File: config.mk
export PLATFORM = sky130hd
export DESIGN_NAME = vnc_sqrt
export DESIGN_NICKNAME = d
export VERILOG_FILES = /design/src/vnc_sqrt.sv
export SDC_FILE = /design/constraint.sdc
export NUM_CORES = 2
export LEC_CHECK = 0
export BUFFER_PORTS_ARGS = -buffer_cell sky130_fd_sc_hd__buf_2
export CAP_MARGIN = 20
export CORE_MARGIN = 2
export CORE_UTILIZATION = 51
export DETAILED_ROUTE_END_ITERATION = 6
export PLACE_DENSITY = 0.76
export SYNTH_ARGS = -nofsm -noshare
export SYNTH_HDL_FRONTEND = slang
export SYNTH_MEMORY_MAX_BITS = 65536
export SYNTH_SLANG_ARGS = --single-unit
File: constraint.sdc
create_clock -name clk -period 11 [get_ports clk]
set_clock_uncertainty 0.05 [all_clocks]
set_input_delay 2.2 -clock clk [delete_from_list [all_inputs] [get_ports clk]]
set_output_delay 2.2 -clock clk [all_outputs]
set_load 0.02 [all_outputs]
File: src/vnc_sqrt.sv
// Pipelined integer square root, one root bit per stage, with side payload.
// Depends on nothing; widths come from parameters.
module vnc_sqrt #(
	parameter int RAD_W  = 62,
	parameter int SIDE_W = 8
) (
	input  logic              clk,
	input  logic              arst_n,
	input  logic              en,
	input  logic              in_vld,
	input  logic [RAD_W-1:0]  rad,
	input  logic [SIDE_W-1:0] side_in,
	output logic              out_vld,
	output logic [RAD_W/2-1:0] root,
	output logic [SIDE_W-1:0] side_out
);
	localparam int RW = RAD_W / 2;

	logic [RW:0]       rem_s  [RW];
	logic [RW-1:0]     root_s [RW];
	logic [RAD_W-1:0]  rad_s  [RW];
	logic [SIDE_W-1:0] side_s [RW];
	logic              vld_s  [RW];

	for (genvar k = 0; k < RW; k++) begin : g_step
		logic [RW:0]       rem_p;
		logic [RW-1:0]     root_p;
		logic [RAD_W-1:0]  rad_p;
		logic [SIDE_W-1:0] side_p;
		logic              vld_p;
		logic [RW+2:0]     cat, trial, dif;

		if (k == 0) begin : g_first
			assign rem_p  = '0;
			assign root_p = '0;
			assign rad_p  = rad;
			assign side_p = side_in;
			assign vld_p  = in_vld;
		end else begin : g_next
			assign rem_p  = rem_s[k-1];
			assign root_p = root_s[k-1];
			assign rad_p  = rad_s[k-1];
			assign side_p = side_s[k-1];
			assign vld_p  = vld_s[k-1];
		end

		assign cat   = {rem_p, rad_p[RAD_W-1 -: 2]};
		assign trial = {1'b0, root_p, 2'b01};
		assign dif   = cat - trial;

		always_ff @(posedge clk or negedge arst_n) begin
			if (!arst_n) begin
				vld_s[k] <= 1'b0;
			end else if (en) begin
				vld_s[k] <= vld_p;
			end
		end

		always_ff @(posedge clk) begin
			if (en) begin
				rad_s[k]  <= {rad_p[RAD_W-3:0], 2'b00};
				side_s[k] <= side_p;
				if (cat >= trial) begin
					rem_s[k]  <= dif[RW:0];
					root_s[k] <= {root_p[RW-2:0], 1'b1};
				end else begin
					rem_s[k]  <= cat[RW:0];
					root_s[k] <= {root_p[RW-2:0], 1'b0};
				end
			end
		end
	end

	assign out_vld  = vld_s[RW-1];
	assign root     = root_s[RW-1];
	assign side_out = side_s[RW-1];
endmodule

* Word level (Yosys, flattened, before mapping) *
Memories as Yosys holds them, arrays and structs flattened.
Index checks and enable logic that the tools add are counted.

storage, ports and cells
  bits in registers = 31
  memory bits (writable) = 4061
  input port bits = 74
  output and inout bits = 40
  logic and storage cells = 409
  memories kept = 4

operators by class
  $add $sub $neg = 31
  magnitude comparators = 31
  mux-type cells = 250
  bitwise operators = 62

memories
  name    words  bits a word  rd ports  clocked after memory_dff  write ports  line  RTL
  rad_s   31     60           30        0                         31           21    logic [RAD_W-1:0] rad_s [RW];
  rem_s   31     32           30        0                         31           19    logic [RW:0] rem_s [RW];
  root_s  31     31           31        0                         31           20    logic [RW-1:0] root_s [RW];
  side_s  31     8            31        0                         31           22    logic [SIDE_W-1:0] side_s [RW];

operators with widths
  operator                                                               count
  34-bit by 33-bit >= comparator with 1-bit output                       30
  32-bit 2-to-1 mux                                                      31
  31-bit 2-to-1 mux                                                      31
  32-bit subtractor                                                      30
  1-bit 2-to-1 mux                                                       188
  1-bit OR                                                               62
  2-bit by 1-bit subtractor with 3-bit output, second input constant     1
  2-bit by 1-bit >= comparator with 1-bit output, second input constant  1

* Logic depth before layout (Yosys ltp) *
An unclocked memory read counts as a cell.

  depth in word-level cells = 6
  mapped depth = 15
  depth with buffers taken out = 13

* Worst setup path before layout *
Ideal clock, no wire load.

  kind = input to register
  from = in en
  to = mem rem_s[1][416] in the netlist's numbering (enable)
  library setup time = 0.442 ns
  data arrival time = 4.905 ns
  required time = 10.508 ns
  slack = 5.603 ns
  stages = 5
  path buffers = 5
  path through = clkbuf_1 > clkbuf_1 > clkbuf_1 > clkbuf_1 > clkbuf_1

RTL lines
  element             line  RTL
  start: declaration  9     input logic en,
  end: declaration    19

==> flow_metrics.tcl <==
set metrics [dict create \
    path_cells "buf_12 -> buf_4 -> buf_4 -> or4b_2 -> nor4b_2 -> nand4_2 -> nand3b_1 -> nor4_1 -> nor3b_1 -> xor2_1" \
    r2r_cells 9 \
    io_pins 114 \
    crit_slowest_cell "or4b_2" \
    synth_warnings 0 \
    crit_path_start_kind "input port" \
    cts_setup_buffers 0 \
    cpMostUsedCell "buf_4" \
    dp_cells 11800 \
    crit_required_ns 11.61 \
    hold_depth 0 \
    syn_nets 9352 \
    firstDrtPassIters 6 \
    cts-resized-gates 0 \
    tightestPinTransition_ns 1.10 \
    setup_violations 0 \
    htreeDepth 5 \
    tns_ns 0 \
    fill_cells 17800 \
    vdd_drop_max_v 0.000171 \
    timing.fmax_mhz 184 \
    cap_viol_max_count 0 \
    route.detailed.drc 0 \
    die_x_um 484 \
    clkLatencyLatePin_ns 0.95 \
    gp_congestion 0.927 \
    yosysSeqAreaShare 0.668 \
    area_delta_synth_final_pct 11.5 \
    multiInputGateArea_mm2 0.0360 \
    relSlewSlack 0.265 \
    clk_pin_slew_ns 0.06 \
    tritoncts "yes" \
    synth_flop_cell "edfxtp_1" \
    yosysUniqueCellTypes 101 \
    detail_route.wl_per_cell_um 19.0 \
    io_buffers 113 \
    final_antenna_net_count 0 \
    place.detailed.hpwl_mm 166 \
    initial_utilization 0.512 \
    yosys.area_share.adder 0.0564 \
    placementRows 176 \
    critPathKind "in2reg" \
    synthSimpleGateAreaFrac 0.0958 \
    drt_iter0_markers 5756 \
    routed-via-count 68600 \
    die_area_mm2 0.234 \
    die_y_um 484 \
    synth-xor-area-share 0.0576 \
    cts_hold_repair.buffers 0 \
    layout.nets 9632 \
    rsz0062_at_grt "no" \
    viasPerCell 5.59 \
    crit_path_end_kind "flip-flop" \
    wl_mm 233 \
    slowest_delay_ns 0.66 \
    synthCells 8748 \
    synth_top_family_by_area "simple AND/OR/NAND/NOR gates" \
    power_density_mw_per_mm2 216 \
    path_depth 10 \
    stdcell_count 12300 \
    drive_above_1_share 0.0826 \
    grt_start_max_net_pins 199 \
    seqCellArea_mm2 0.0785 \
    clockBufferDepth 4 \
    core_area_mm2 0.230 \
    syn_area_mm2 0.118 \
    grt_pass1_vias 67200 \
    min_period_ns 5.44 \
    grt_antenna_before_repair 3 \
    drv_slew 0 \
    finalCritPeriodShare 0.495 \
    grtUsageTotal 0.195 \
    gr-total-overflow 0 \
    cp_data_arrival_time_ns 6.05 \
    synthArstFlopShare 0.0118 \
    finalHoldViolations 0 \
    worst_hold_path_type "reg2reg" \
    numCtsBuffers 292 \
    cts.sinks 2621 \
    power.total_uw 28400 \
    outcome "finished clean" \
    cts_root_buf "clkbuf_16" \
    synth_edf_count 2589 \
    ys_ff_latch 2621 \
    grt_pass1_wl_mm 365 \
    synth_compound_area_frac 0.0860 \
    power.leakage_uw 0.0494 \
    avgSynthCellArea_um2 13.4 \
    synth.area.mux_share 0.00992 \
    path_max_fanout 104 \
    critPathTopFamily "simple AND/OR/NAND/NOR gates" \
    crit_buf_inv 3 \
]
[worst paths after layout]
kind | from | end | slack (ns)
max reg2reg | rem_s[0][278] | rem_s[0][313] | 6.55
min | side_s[13][4] | side_s[14][4] | 0.32
max in group asynchronous | arst_n | g_step[22].vld_p | 9.23
min in group asynchronous | arst_n | g_step[14].vld_p | 1.26
min reg2reg | side_s[13][4] | side_s[14][4] | 0.32
max | en | rem_s[0][271] | 5.56
[cell families after synthesis]
group	Yosys count
and+or+nand+nor	2256
DFF	2621
buffers and inverters	826
xor gates and xnor gates	774
AOI/OAI and AO/OA	1636
muxes	105
adders and majority gates	530
[placed cells by master (no fill, tap or decap), types with 20 or more instances in the layout]
cell type,n
o21a_1,91
o21ai_1,29
xnor2_1,349
nand2_1,667
nor3_1,219
inv_1,640
clkinv_2,52
dfrtp_1,31
buf_4,42
mux2_2,84
a31oi_1,57
bufinv_16,32
nor2b_1,63
nand2b_1,102
or4_1,47
a21oi_1,419
a211oi_1,45
nand4_1,80
clkbuf_1,37
clkbuf_16,296
xor2_1,425
a21o_1,198
clkinv_1,48
and2_1,42
nand3_1,146
o41ai_1,20
o21ai_0,503
nor2_1,454
or3_1,99
or2_2,36
nor4b_1,21
and3_1,55
ha_1,530
edfxtp_1,2589
buf_2,113
o31ai_1,37
o211ai_1,26
o21bai_1,40
nor4_1,114
[synth_stat cells (29+ instances only)]
master    instances  area (um^2)
dfrtp_1          31          776
a31oi_1          59          369
nor3_1          222         1110
a21o_1          198         1490
and3_1           55          344
edfxtp_1       2589        77700
a21oi_1         420         2100
nand4_1          80          500
or4_1            47          353
o21ai_1          29          145
xor2_1          425         3720
nor4_1          115          719
or3_1            99          619
nand3_1         146          731
o21ai_0         503         2520
or2_2            36          225
nand2_1         667         2500
mux2_2           84          946
nand2b_1        102          638
a211oi_1         47          353
xnor2_1         349         3060
ha_1            530         6630
o21bai_1         40          300
nor2_1          454         1700
inv_1           640         2400
o31ai_1          37          278
nor2b_1          63          394
and2_1           42          263
o21a_1           91          683
clkbuf_1        159          597
[area by class of cell]
cell class | count | share of cell area
antenna | 3 | 0.0000572
tap | 3026 | 0.0289
clock inverter | 167 | 0.0130
inverter | 644 | 0.0184
clock buffer | 333 | 0.0575
multi-input combinational | 5301 | 0.275
timing repair buffer | 168 | 0.00868
sequential | 2621 | 0.599
[sequential cells by signal (all words and copies together) (netlist names)]
signal	cells
g_step.vld_p	30
out_vld	1
rem_s	916
root_s	496
side_s	248
rad_s	930
[through the flow]
step	area, um^2	utilization	hold slack (ns)	setup WS [ns]
2_1_floorplan	118000	-	0.350	5.60
3_3_place_gp	122000	0.530	0.350	4.72
3_5_place_dp	122000	0.531	0.355	4.65
4_1_cts	131000	0.571	0.316	5.64
5_1_grt	131000	0.571	0.320	5.31
6_report	131000	0.571	0.317	5.56
[where the power goes]
| part | leakage [uW] | internal, uW | switching, uW | total (uW) |
|---|---|---|---|---|
| clock | 0.00451 | 5670 | 3780 | 9450 |
| sequential | 0.0254 | 12600 | 900 | 13500 |
| combinational | 0.0195 | 2270 | 3120 | 5390 |
| total | 0.0494 | 20600 | 7800 | 28400 |
[routing by layer]
metal | track usage | up-vias | part of all wire
met5 | 0 | - | 0
met4 | 0.0750 | 0 | 0.038
met3 | 0.0281 | 505 | 0.045
met2 | 0.340 | 1791 | 0.50
met1 | 0.247 | 33200 | 0.41
li1 | - | 33100 | -
Note: power is estimated with default switching activity, not from simulation.
